**config.mk**
```make
export PLATFORM = sky130hd
export DESIGN_NAME = rc_pulse_width_capture_flat
export DESIGN_NICKNAME = d
export VERILOG_FILES = /design/src/rtl/core/rpwc_pkg.sv /design/src/rtl/core/rpwc_in_if.sv /design/src/rtl/core/rpwc_out_if.sv /design/src/rtl/core/rpwc_ram.sv /design/src/rtl/core/rpwc_upd.sv /design/src/rtl/core/rc_pulse_width_capture.sv /design/src/flat_wrapper.sv
export SDC_FILE = /design/constraint.sdc
export NUM_CORES = 2
export LEC_CHECK = 0
export BUFFER_PORTS_ARGS = -buffer_cell sky130_fd_sc_hd__clkbuf_2
export CORE_MARGIN = 10
export CORE_UTILIZATION = 25
export CTS_BUF_LIST = sky130_fd_sc_hd__clkbuf_4 sky130_fd_sc_hd__clkbuf_8
export CTS_CLUSTER_DIAMETER = 80
export DETAILED_ROUTE_END_ITERATION = 8
export GPL_TIMING_DRIVEN = 0
export PLACE_DENSITY = 0.38
export SYNTH_ARGS = -nofsm -noshare
export SYNTH_HDL_FRONTEND = slang
export SYNTH_SLANG_ARGS = --single-unit
```
**constraint.sdc**
```tcl
create_clock -name clk -period 16.1 [get_ports clk]
set_input_delay 4.83 -clock clk [delete_from_list [all_inputs] [get_ports clk]]
set_output_delay 4.83 -clock clk [all_outputs]
set_load 0.01 [all_outputs]
```
**src/rtl/core/rpwc_pkg.sv**
```systemverilog
`timescale 1ns / 1ps

package rpwc_pkg;

    // Fixed field widths of the sample and result beats
    localparam int PORT_FIELD_W  = 2;
    localparam int LEVELS_W      = 8;
    localparam int TIME_W        = 32;
    localparam int PIN_FIELD_W   = 3;
    localparam int KIND_W        = 3;
    localparam int CFG_INDEX_W   = 2;

    // Configuration register indexes
    localparam logic [CFG_INDEX_W-1:0] CFG_ENABLE    = 2'd0;
    localparam logic [CFG_INDEX_W-1:0] CFG_ATTACHED  = 2'd1;
    localparam logic [CFG_INDEX_W-1:0] CFG_FREQ_ONLY = 2'd2;

    typedef enum logic [KIND_W-1:0] {
        KIND_RISE      = 3'd0,
        KIND_PULSE     = 3'd1,
        KIND_FREQ      = 3'd2,
        KIND_FREQ_FALL = 3'd3,
        KIND_FALL_IGN  = 3'd4,
        KIND_UNATT     = 3'd5
    } kind_t;

    typedef enum logic [1:0] {
        ST_IDLE,
        ST_READ,
        ST_MOD
    } state_t;

    // One channel record as held in the record RAM
    typedef struct packed {
        logic [TIME_W-1:0] start_time;
        logic [TIME_W-1:0] width_accum;
        logic [TIME_W-1:0] last_width;
        logic [TIME_W-1:0] edge_count;
        logic              alive;
    } rec_t;

    // Result of one channel update
    typedef struct packed {
        kind_t kind;
        logic  write;
        rec_t  rec;
    } upd_t;

endpackage

```
**src/rtl/core/rpwc_in_if.sv**
```systemverilog
`timescale 1ns / 1ps

interface rpwc_in_if;
    logic                                valid;
    logic                                ready;
    logic [rpwc_pkg::PORT_FIELD_W-1:0]   port;
    logic [rpwc_pkg::LEVELS_W-1:0]       pin_levels;
    logic [rpwc_pkg::TIME_W-1:0]         now_us;

    modport source (output valid, output port, output pin_levels, output now_us,
                    input ready);
    modport sink (input valid, input port, input pin_levels, input now_us,
                  output ready);
endinterface

```
**src/rtl/core/rpwc_out_if.sv**
```systemverilog
`timescale 1ns / 1ps

interface rpwc_out_if;
    logic                                valid;
    logic                                ready;
    logic [rpwc_pkg::PORT_FIELD_W-1:0]   port_index;
    logic [rpwc_pkg::PIN_FIELD_W-1:0]    pin_index;
    logic [rpwc_pkg::KIND_W-1:0]         event_kind;
    logic [rpwc_pkg::TIME_W-1:0]         pulse_width;
    logic [rpwc_pkg::TIME_W-1:0]         width_sum;
    logic [rpwc_pkg::TIME_W-1:0]         pulse_total;
    logic                                channel_alive;
    logic                                warn_flag;
    logic                                last;

    modport source (output valid, output port_index, output pin_index,
                    output event_kind, output pulse_width, output width_sum,
                    output pulse_total, output channel_alive, output warn_flag,
                    output last, input ready);
    modport sink (input valid, input port_index, input pin_index,
                  input event_kind, input pulse_width, input width_sum,
                  input pulse_total, input channel_alive, input warn_flag,
                  input last, output ready);
endinterface

```
**src/rtl/core/rpwc_ram.sv**
```systemverilog
`timescale 1ns / 1ps

module rpwc_ram #(
    parameter int WIDTH = 8,
    parameter int DEPTH = 16
) (
    input  logic                                   clk,
    input  logic                                   wr_en,
    input  logic [((DEPTH > 1) ? $clog2(DEPTH) : 1)-1:0] wr_addr,
    input  logic [WIDTH-1:0]                       wr_data,
    input  logic                                   rd_en,
    input  logic [((DEPTH > 1) ? $clog2(DEPTH) : 1)-1:0] rd_addr,
    output logic [WIDTH-1:0]                       rd_data
);

    logic [WIDTH-1:0] mem [DEPTH];

    always_ff @(posedge clk)
    begin
        if (wr_en)
        begin
            mem[wr_addr] <= wr_data;
        end
        if (rd_en)
        begin
            rd_data <= mem[rd_addr];
        end
    end

endmodule

```
**src/rtl/core/rpwc_upd.sv**
```systemverilog
`timescale 1ns / 1ps

module rpwc_upd (
    input  rpwc_pkg::rec_t                  rec,
    input  logic                            attached,
    input  logic                            freq_only,
    input  logic                            high,
    input  logic [rpwc_pkg::TIME_W-1:0]     now_us,
    output rpwc_pkg::upd_t                  upd
);

    logic [rpwc_pkg::TIME_W-1:0] width;

    assign width = now_us - rec.start_time;

    always_comb
    begin
        upd.rec   = rec;
        upd.write = 1'b0;
        upd.kind  = rpwc_pkg::KIND_FALL_IGN;
        if (!attached)
        begin
            upd.kind = rpwc_pkg::KIND_UNATT;
        end
        else if (freq_only)
        begin
            if (high)
            begin
                upd.rec.edge_count = rec.edge_count + rpwc_pkg::TIME_W'(1);
                upd.write          = 1'b1;
                upd.kind           = rpwc_pkg::KIND_FREQ;
            end
            else
            begin
                upd.kind = rpwc_pkg::KIND_FREQ_FALL;
            end
        end
        else if (high)
        begin
            upd.rec.start_time = now_us;
            upd.write          = 1'b1;
            upd.kind           = rpwc_pkg::KIND_RISE;
        end
        else if (rec.start_time != '0)
        begin
            // measured pulse: start time is kept for a repeated fall
            upd.rec.last_width  = width;
            upd.rec.width_accum = rec.width_accum + width;
            upd.rec.edge_count  = rec.edge_count + rpwc_pkg::TIME_W'(1);
            upd.rec.alive       = 1'b1;
            upd.write           = 1'b1;
            upd.kind            = rpwc_pkg::KIND_PULSE;
        end
    end

endmodule

```
**src/rtl/core/rc_pulse_width_capture.sv**
```systemverilog
`timescale 1ns / 1ps

// RC pulse width capture.
// Sample channel: one beat carries a port number, the port's pin levels and
// a free-running microsecond time. Result channel: one beat for each enabled
// pin whose level changed, highest pin first; last marks the final beat of a
// sample. A sample with no enabled change only updates the stored levels;
// one on a port at or above PORTS is ignored. Neither gives a result.
// Configuration: cfg_we writes enable, attached or frequency-only masks
// (one bit per channel, channel = port * PINS_PER_PORT + pin). The user
// must write them only while idle; the block itself does not enforce it.
// Each handled pin is one read-modify-write of the channel record RAM: read
// issue in ST_READ, update and write back in ST_MOD. A new sample is taken
// only in ST_IDLE, once every handled pin of the last one is done.
// A registered result stage decouples the sides: a stalled receiver holds
// the engine only when a new result is ready and the stage is still full.
// Reset clears the masks, the stored levels, the warning flag and the
// per-channel valid bits; a record that was never written reads as zero.
module rc_pulse_width_capture #(
    parameter int PORTS         = 3,
    parameter int PINS_PER_PORT = 8
) (
    input  logic                                        clk,
    input  logic                                        rst_n,
    input  logic                                        cfg_we,
    input  logic [rpwc_pkg::CFG_INDEX_W-1:0]            cfg_index,
    input  logic [PORTS*PINS_PER_PORT-1:0]              cfg_data,
    rpwc_in_if.sink                                     sample,
    rpwc_out_if.source                                  result
);

    localparam int CHANNELS = PORTS * PINS_PER_PORT;
    localparam int CH_W     = (CHANNELS > 1) ? $clog2(CHANNELS) : 1;
    localparam int PIN_W    = (PINS_PER_PORT > 1) ? $clog2(PINS_PER_PORT) : 1;
    localparam int PSEL_W   = (PORTS > 1) ? $clog2(PORTS) : 1;

    // Configuration masks
    logic [CHANNELS-1:0] enable_reg;
    logic [CHANNELS-1:0] attached_reg;
    logic [CHANNELS-1:0] freq_only_reg;

    always_ff @(posedge clk or negedge rst_n)
    begin
        if (!rst_n)
        begin
            enable_reg    <= '0;
            attached_reg  <= '0;
            freq_only_reg <= '0;
        end
        else if (cfg_we)
        begin
            case (cfg_index)
                rpwc_pkg::CFG_ENABLE:    enable_reg    <= cfg_data;
                rpwc_pkg::CFG_ATTACHED:  attached_reg  <= cfg_data;
                rpwc_pkg::CFG_FREQ_ONLY: freq_only_reg <= cfg_data;
                default:                 ;
            endcase
        end
    end

    // Control state
    rpwc_pkg::state_t state_reg, state_next;

    logic [PINS_PER_PORT-1:0] prev_levels_reg [PORTS];
    logic [PINS_PER_PORT-1:0] pend_reg, pend_next;
    logic [PIN_W-1:0]         cur_pin_reg, cur_pin_next;
    logic [CHANNELS-1:0]      ch_valid_reg;
    logic                     warn_reg;
    logic                     out_valid_reg;

    // Sample payload held while its pins are handled
    logic [rpwc_pkg::PORT_FIELD_W-1:0] port_reg;
    logic [PINS_PER_PORT-1:0]          levels_reg;
    logic [rpwc_pkg::TIME_W-1:0]       now_reg;

    // Result stage payload
    logic [rpwc_pkg::PORT_FIELD_W-1:0] port_index_reg;
    logic [rpwc_pkg::PIN_FIELD_W-1:0]  pin_index_reg;
    logic [rpwc_pkg::KIND_W-1:0]       event_kind_reg;
    logic [rpwc_pkg::TIME_W-1:0]       pulse_width_reg;
    logic [rpwc_pkg::TIME_W-1:0]       width_sum_reg;
    logic [rpwc_pkg::TIME_W-1:0]       pulse_total_reg;
    logic                              channel_alive_reg;
    logic                              warn_flag_reg;
    logic                              last_reg;

    // Sample decode
    logic [PSEL_W-1:0]        in_sel;
    logic                     in_port_ok;
    logic [PINS_PER_PORT-1:0] in_levels;
    logic [PINS_PER_PORT-1:0] in_events;
    logic                     in_fire;

    assign in_sel     = PSEL_W'(sample.port);
    assign in_port_ok = int'(sample.port) < PORTS;
    assign in_levels  = sample.pin_levels[PINS_PER_PORT-1:0];
    assign in_events  = (in_levels ^ prev_levels_reg[in_sel]) &
                        enable_reg[in_sel * PINS_PER_PORT +: PINS_PER_PORT];
    assign in_fire    = sample.valid && sample.ready;

    // Highest pending pin
    logic [PIN_W-1:0] pick;

    always_comb
    begin
        pick = '0;
        for (int i = 0; i < PINS_PER_PORT; i++)
        begin
            if (pend_reg[i])
            begin
                pick = PIN_W'(i);
            end
        end
    end

    // Channel numbers for the read (picked pin) and the update (current pin)
    logic [PSEL_W-1:0] sel_reg;
    logic [CH_W-1:0]   rd_ch;
    logic [CH_W-1:0]   cur_ch;

    assign sel_reg = PSEL_W'(port_reg);
    assign rd_ch   = CH_W'(int'(sel_reg) * PINS_PER_PORT + int'(pick));
    assign cur_ch  = CH_W'(int'(sel_reg) * PINS_PER_PORT + int'(cur_pin_reg));

    // Record RAM and update
    logic           rd_en;
    logic           wr_en;
    logic           out_load;
    rpwc_pkg::rec_t ram_rd_data;
    rpwc_pkg::rec_t rec_cur;
    rpwc_pkg::upd_t upd;

    rpwc_ram #(
        .WIDTH ($bits(rpwc_pkg::rec_t)),
        .DEPTH (CHANNELS)
    ) u_rec_ram (
        .clk     (clk),
        .wr_en   (wr_en),
        .wr_addr (cur_ch),
        .wr_data (upd.rec),
        .rd_en   (rd_en),
        .rd_addr (rd_ch),
        .rd_data (ram_rd_data)
    );

    // A record never written reads as its reset value
    assign rec_cur = ch_valid_reg[cur_ch] ? ram_rd_data : rpwc_pkg::rec_t'('0);

    rpwc_upd u_upd (
        .rec       (rec_cur),
        .attached  (attached_reg[cur_ch]),
        .freq_only (freq_only_reg[cur_ch]),
        .high      (levels_reg[cur_pin_reg]),
        .now_us    (now_reg),
        .upd       (upd)
    );

    // Next state
    always_comb
    begin
        state_next = state_reg;
        case (state_reg)
            rpwc_pkg::ST_IDLE:
            begin
                if (in_fire && in_port_ok && (in_events != '0))
                begin
                    state_next = rpwc_pkg::ST_READ;
                end
            end
            rpwc_pkg::ST_READ:
            begin
                state_next = rpwc_pkg::ST_MOD;
            end
            rpwc_pkg::ST_MOD:
            begin
                if (out_load)
                begin
                    state_next = (pend_reg == '0) ? rpwc_pkg::ST_IDLE : rpwc_pkg::ST_READ;
                end
            end
            default:
            begin
                state_next = rpwc_pkg::ST_IDLE;
            end
        endcase
    end

    // Controls
    always_comb
    begin
        sample.ready = 1'b0;
        rd_en        = 1'b0;
        out_load     = 1'b0;
        case (state_reg)
            rpwc_pkg::ST_IDLE: sample.ready = 1'b1;
            rpwc_pkg::ST_READ: rd_en = 1'b1;
            rpwc_pkg::ST_MOD:  out_load = !out_valid_reg || result.ready;
            default:           ;
        endcase
    end

    assign wr_en = out_load && upd.write;

    // Drop the picked pin from the pending set as its read is issued
    always_comb
    begin
        pend_next    = pend_reg;
        cur_pin_next = cur_pin_reg;
        if (in_fire)
        begin
            pend_next = in_events;
        end
        else if (rd_en)
        begin
            cur_pin_next = pick;
            for (int i = 0; i < PINS_PER_PORT; i++)
            begin
                if (PIN_W'(i) == pick)
                begin
                    pend_next[i] = 1'b0;
                end
            end
        end
    end

    always_ff @(posedge clk or negedge rst_n)
    begin
        if (!rst_n)
        begin
            state_reg     <= rpwc_pkg::ST_IDLE;
            pend_reg      <= '0;
            cur_pin_reg   <= '0;
            ch_valid_reg  <= '0;
            warn_reg      <= 1'b0;
            out_valid_reg <= 1'b0;
            for (int p = 0; p < PORTS; p++)
            begin
                prev_levels_reg[p] <= '0;
            end
        end
        else
        begin
            state_reg     <= state_next;
            pend_reg      <= pend_next;
            cur_pin_reg   <= cur_pin_next;
            out_valid_reg <= out_load || (out_valid_reg && !result.ready);
            if (in_fire && in_port_ok)
            begin
                prev_levels_reg[in_sel] <= in_levels;
            end
            if (wr_en)
            begin
                ch_valid_reg[cur_ch] <= 1'b1;
            end
            if (out_load && (upd.kind == rpwc_pkg::KIND_UNATT))
            begin
                warn_reg <= 1'b1;
            end
        end
    end

    // Payload registers: hold the sample, load the result stage
    always_ff @(posedge clk)
    begin
        if (in_fire)
        begin
            port_reg   <= sample.port;
            levels_reg <= in_levels;
            now_reg    <= sample.now_us;
        end
        if (out_load)
        begin
            port_index_reg <= port_reg;
            pin_index_reg  <= rpwc_pkg::PIN_FIELD_W'(cur_pin_reg);
            event_kind_reg <= upd.kind;
            last_reg       <= (pend_reg == '0);
            if (upd.kind == rpwc_pkg::KIND_UNATT)
            begin
                pulse_width_reg   <= '0;
                width_sum_reg     <= '0;
                pulse_total_reg   <= '0;
                channel_alive_reg <= 1'b0;
                warn_flag_reg     <= 1'b1;
            end
            else
            begin
                pulse_width_reg   <= upd.rec.last_width;
                width_sum_reg     <= upd.rec.width_accum;
                pulse_total_reg   <= upd.rec.edge_count;
                channel_alive_reg <= upd.rec.alive;
                warn_flag_reg     <= warn_reg;
            end
        end
    end

    assign result.valid         = out_valid_reg;
    assign result.port_index    = port_index_reg;
    assign result.pin_index     = pin_index_reg;
    assign result.event_kind    = event_kind_reg;
    assign result.pulse_width   = pulse_width_reg;
    assign result.width_sum     = width_sum_reg;
    assign result.pulse_total   = pulse_total_reg;
    assign result.channel_alive = channel_alive_reg;
    assign result.warn_flag     = warn_flag_reg;
    assign result.last          = last_reg;

    // A RAM read is always followed by its update cycle
    a_read_then_mod: assert property (@(posedge clk) disable iff (!rst_n)
        rd_en |=> (state_reg == rpwc_pkg::ST_MOD))
        else $error("record read not followed by update");

    // Only attached channels have their record written
    a_write_attached: assert property (@(posedge clk) disable iff (!rst_n)
        wr_en |-> attached_reg[cur_ch])
        else $error("record written for unattached channel");

    // A loaded result is presented on the next cycle
    a_load_valid: assert property (@(posedge clk) disable iff (!rst_n)
        out_load |=> out_valid_reg)
        else $error("result stage load lost");

    // Ending a sample requires that the last result was marked last
    a_last_ends: assert property (@(posedge clk) disable iff (!rst_n)
        (out_load && (pend_reg == '0)) |=> (last_reg && (state_reg == rpwc_pkg::ST_IDLE)))
        else $error("sample end not marked last");

endmodule

```
**src/flat_wrapper.sv**
```systemverilog
// flat-port wrapper written by rule: the top's interface ports become plain ports
module rc_pulse_width_capture_flat 
#(
    parameter int PORTS         = 3,
    parameter int PINS_PER_PORT = 8
)
  (clk, rst_n, cfg_we, cfg_index, cfg_data, sample_valid, sample_port, sample_pin_levels, sample_now_us, sample_ready, result_valid, result_port_index, result_pin_index, result_event_kind, result_pulse_width, result_width_sum, result_pulse_total, result_channel_alive, result_warn_flag, result_last, result_ready);
  rpwc_in_if sample_i ();
  rpwc_out_if result_i ();
  input  logic clk;
  input  logic rst_n;
  input  logic cfg_we;
  input  logic [rpwc_pkg::CFG_INDEX_W-1:0] cfg_index;
  input  logic [PORTS*PINS_PER_PORT-1:0] cfg_data;
  input wire logic [$bits(sample_i.valid)-1:0] sample_valid;
  input wire logic [$bits(sample_i.port)-1:0] sample_port;
  input wire logic [$bits(sample_i.pin_levels)-1:0] sample_pin_levels;
  input wire logic [$bits(sample_i.now_us)-1:0] sample_now_us;
  output wire logic [$bits(sample_i.ready)-1:0] sample_ready;
  output wire logic [$bits(result_i.valid)-1:0] result_valid;
  output wire logic [$bits(result_i.port_index)-1:0] result_port_index;
  output wire logic [$bits(result_i.pin_index)-1:0] result_pin_index;
  output wire logic [$bits(result_i.event_kind)-1:0] result_event_kind;
  output wire logic [$bits(result_i.pulse_width)-1:0] result_pulse_width;
  output wire logic [$bits(result_i.width_sum)-1:0] result_width_sum;
  output wire logic [$bits(result_i.pulse_total)-1:0] result_pulse_total;
  output wire logic [$bits(result_i.channel_alive)-1:0] result_channel_alive;
  output wire logic [$bits(result_i.warn_flag)-1:0] result_warn_flag;
  output wire logic [$bits(result_i.last)-1:0] result_last;
  input wire logic [$bits(result_i.ready)-1:0] result_ready;
  assign sample_i.valid = sample_valid;
  assign sample_i.port = sample_port;
  assign sample_i.pin_levels = sample_pin_levels;
  assign sample_i.now_us = sample_now_us;
  assign sample_ready = sample_i.ready;
  assign result_valid = result_i.valid;
  assign result_port_index = result_i.port_index;
  assign result_pin_index = result_i.pin_index;
  assign result_event_kind = result_i.event_kind;
  assign result_pulse_width = result_i.pulse_width;
  assign result_width_sum = result_i.width_sum;
  assign result_pulse_total = result_i.pulse_total;
  assign result_channel_alive = result_i.channel_alive;
  assign result_warn_flag = result_i.warn_flag;
  assign result_last = result_i.last;
  assign result_i.ready = result_ready;
  rc_pulse_width_capture #(.PORTS(PORTS), .PINS_PER_PORT(PINS_PER_PORT)) u_core (.clk(clk), .rst_n(rst_n), .cfg_we(cfg_we), .cfg_index(cfg_index), .cfg_data(cfg_data), .sample(sample_i), .result(result_i));
endmodule
```
==> metrics.csv <==
stage,metric,value,unit
run_status,outcome,"finished, violations left",
run_status,violations,"max-capacitance violations, max-slew violations",
global_route,grt_pass1_wl,714100,um
timing,period_share,0.6559,
global_route,grt_max_degree,98,
timing,slew_headroom,-0.02058,
worst_hold_path,hp-class,flop to flop,
layout,area.growth.synth_to_final,20.72,%
cts,clkTransAtPathRegs,50,ps
cts,post_cts_resized,0,
global_route,overflow,0,
timing,fmax,94.70,MHz
synthesis,async_reset_ff_frac,0.03847,
placement,placed_cells,16730,
synthesis,synth-edff-count,3374,
synthesis,yosysWarnings,0,
worst_setup_path,worstPathMaxFanout,24,
synthesis,yosysSeqAreaShare,0.7558,
synthesis,yosys.area.top_type,edfxtp_1,
detailed_routing,postRouteAntennaNets,0,
worst_setup_path,critical_path_arrival,11490,ps
detailed_routing,vias,85580,
timing,slew_viol_final,11,
worst_setup_path,crit_required,17030,ps
worst_setup_path,slowest_stage,nand2_1,
worst_setup_path,setup.worst_path.start,u_core.cur_pin_reg[0],
detailed_routing,wl_per_cell,28.93,um
layout,post-route-util,0.3028,
worst_setup_path,worstReg2RegStart,u_core.cur_pin_reg[0],
layout,num-fill-cells,54810,
synthesis,synth_area_per_cell,15.55,um2
layout,final_nets,10210,
cts,insertion_delay,1290,ps
run,max_cap_violations,1,
cts,post_cts_buffers,0,
synthesis,synth_cells,8908,
worst_setup_path,end_kind,flop,
cts,cts_sinks,3509,
layout,stdcell_count,17890,
detailed_routing,wl,517600,um
detailed_routing,drt_iter0_markers,7352,
cts,clockBufferDepth,4,
cts,h-tree-depth,6,
cts,numCtsBuffers,629,
floorplan,core_area,552300,um2
placement,place.port_buffers,181,
cts,cts_hold_buf,0,
layout,top_register,u_core.u_rec_ram.mem,
global_route,grt.total_usage,0.1709,
layout,regArea,104700,um2
synthesis,synthTopCellsByArea,"edfxtp_1, a221oi_1, mux2i_1",
cts,cts-root-buf,clkbuf_8,
layout,drive_gt1_frac,0.1780,
synthesis,yosysTopAreaCellShare,0.7314,
synthesis,syn_area,138500,um2
synthesis,syn_nets,9047,
timing,worst_hold_slack,463.3,ps
timing,clock-skew-final,77.06,ps
worst_setup_path,critical_path_class,flop to flop,
placement,gp_congestion,0.8666,
layout,multi_input_area,31940,um2
worst_setup_path,crit_top_cell,a21o_1,
synthesis,dominantRegCellSynth,edfxtp_1,
floorplan,io_pins,182,
detailed_routing,drc,0,
synthesis,ys_types,76,
timing,fin_crit,10560,ps
global_route,grt_pass1_vias,88340,
detailed_routing,vias_per_cell,4.783,
layout,largestRegisters,"u_core.u_rec_ram.mem (3096), u_core.u_rec_ram.rd_data (129)",
cts,cts_tree,yes,
timing,rsz0062_at_grt,no,
global_route,antenna_found_initial,51,
timing,finalSetupViolations,0,
floorplan,start_util,0.2508,
detailed_routing,drt-pass1-iter-count,6,
worst_setup_path,crit_path_start_kind,flop,
timing,tightest_slew,1531,ps
timing,fin_setup_tns,0,ps
floorplan,die-area,584300,um2
floorplan,die_y,764.4,um
floorplan,die_w,764.4,um
placement,dp_hpwl,385400,um
timing,hold_viol,0,
floorplan,std_cell_rows,273,
synthesis,ys_ff_latch,3509,
layout,largest_reg_flops,3096,
worst_setup_path,cpPeakStageDelay,770,ps
worst_hold_path,min_from,u_core.ch_valid_reg[20],
==> cell type report <==
cell class	count	area share
antenna	63	0.0009428
buffer	610	0.01446
clock buffer	875	0.06326
clock inverter	224	0.009218
inverter	51	0.001220
multi-input combinational	4738	0.1910
sequential	3509	0.6261
tap	7287	0.05452
timing repair buffer	535	0.03925
==> Yosys cell counts (60+ instances only) <==
| library cell | count |
|---|---|
| edfxtp_1 | 3374 |
| nand2_1 | 937 |
| o21ai_0 | 670 |
| a221oi_1 | 617 |
| clkbuf_1 | 546 |
| mux2i_1 | 480 |
| a21oi_1 | 462 |
| nor2_1 | 316 |
| dfrtp_1 | 135 |
| mux2_2 | 106 |
| a211oi_1 | 102 |
| a22o_1 | 83 |
| o311a_1 | 81 |
| a221o_1 | 80 |
| o31a_1 | 80 |
| nor3_1 | 72 |
| xnor2_1 | 68 |
| ha_1 | 64 |
| nand3_1 | 60 |
==> cells by family after synthesis <==
| logic type | share of synthesized area |
|---|---|
| AOI/OAI and AO/OA | 0.1179 |
| DFF | 0.7558 |
| xor gates and xnor gates | 0.007560 |
| muxes | 0.04615 |
| adders and majority gates | 0.006070 |
| buffers and inverters | 0.01833 |
| and+or+nand+nor | 0.04818 |
==> metrics by stage <==
| stage | setup slack, ps | area (um2) |
|---|---|---|
| floorplan | 881.2 | 138500 |
| global placement | -11150 | 148500 |
| detailed placement | 5680 | 154900 |
| CTS | 5554 | 167000 |
| global route | 5110 | 167200 |
| finish | 5540 | 167200 |
==> worst max-delay path: cells and delay by family, from the launching register on <==
kind            cells  cell delay, ps
xor+xnor            2             770
flops               1             490
simple gates        4            1420
buf+inv             6            2040
compound gates     14            3800
fa+ha+maj           2             880
mux                 2             710
==> metal layers <==
layer | vias up | part of all wire | global-route usage
li1 | 37830 | - | -
met1 | 44340 | 0.43 | 0.2204
met2 | 2628 | 0.48 | 0.2899
met3 | 767 | 0.048 | 0.02427
met4 | 2 | 0.042 | 0.06639
met5 | - | 0.000023 | 0
==> path summary, 6_finish.rpt <==
path	to	cells after the start	slack [ps]
worst max-delay path	u_core.u_rec_ram.mem[18][90]	30	5540
worst min-delay path	u_core.ch_valid_reg[20]	1	460
worst max register to register	u_core.u_rec_ram.mem[18][90]	30	5540
worst min register to register	u_core.ch_valid_reg[20]	1	460
max in group asynchronous	u_core.ch_valid_reg[20]	2	11790
min in group asynchronous	u_core.prev_levels_reg[7]	1	3520
==> placed cells by master (no fill, tap or decap), types with 80 or more instances in the layout <==
cell type / n
edfxtp_1: 3374
nand2_1: 937
clkbuf_8: 642
a221oi_1: 617
o21ai_0: 589
clkbuf_1: 497
mux2i_1: 480
a21oi_1: 454
nor2_1: 291
clkbuf_4: 237
clkbuf_2: 226
dfrtp_1: 135
clkinv_1: 124
buf_6: 119
buf_12: 115
mux2_2: 106
a211oi_1: 100
a22o_1: 83
o311a_1: 81
o31a_1: 80
a221o_1: 80
Power is not shown: default switching activity piles up to over one toggle a cycle in this logic, so the estimate is an artifact.
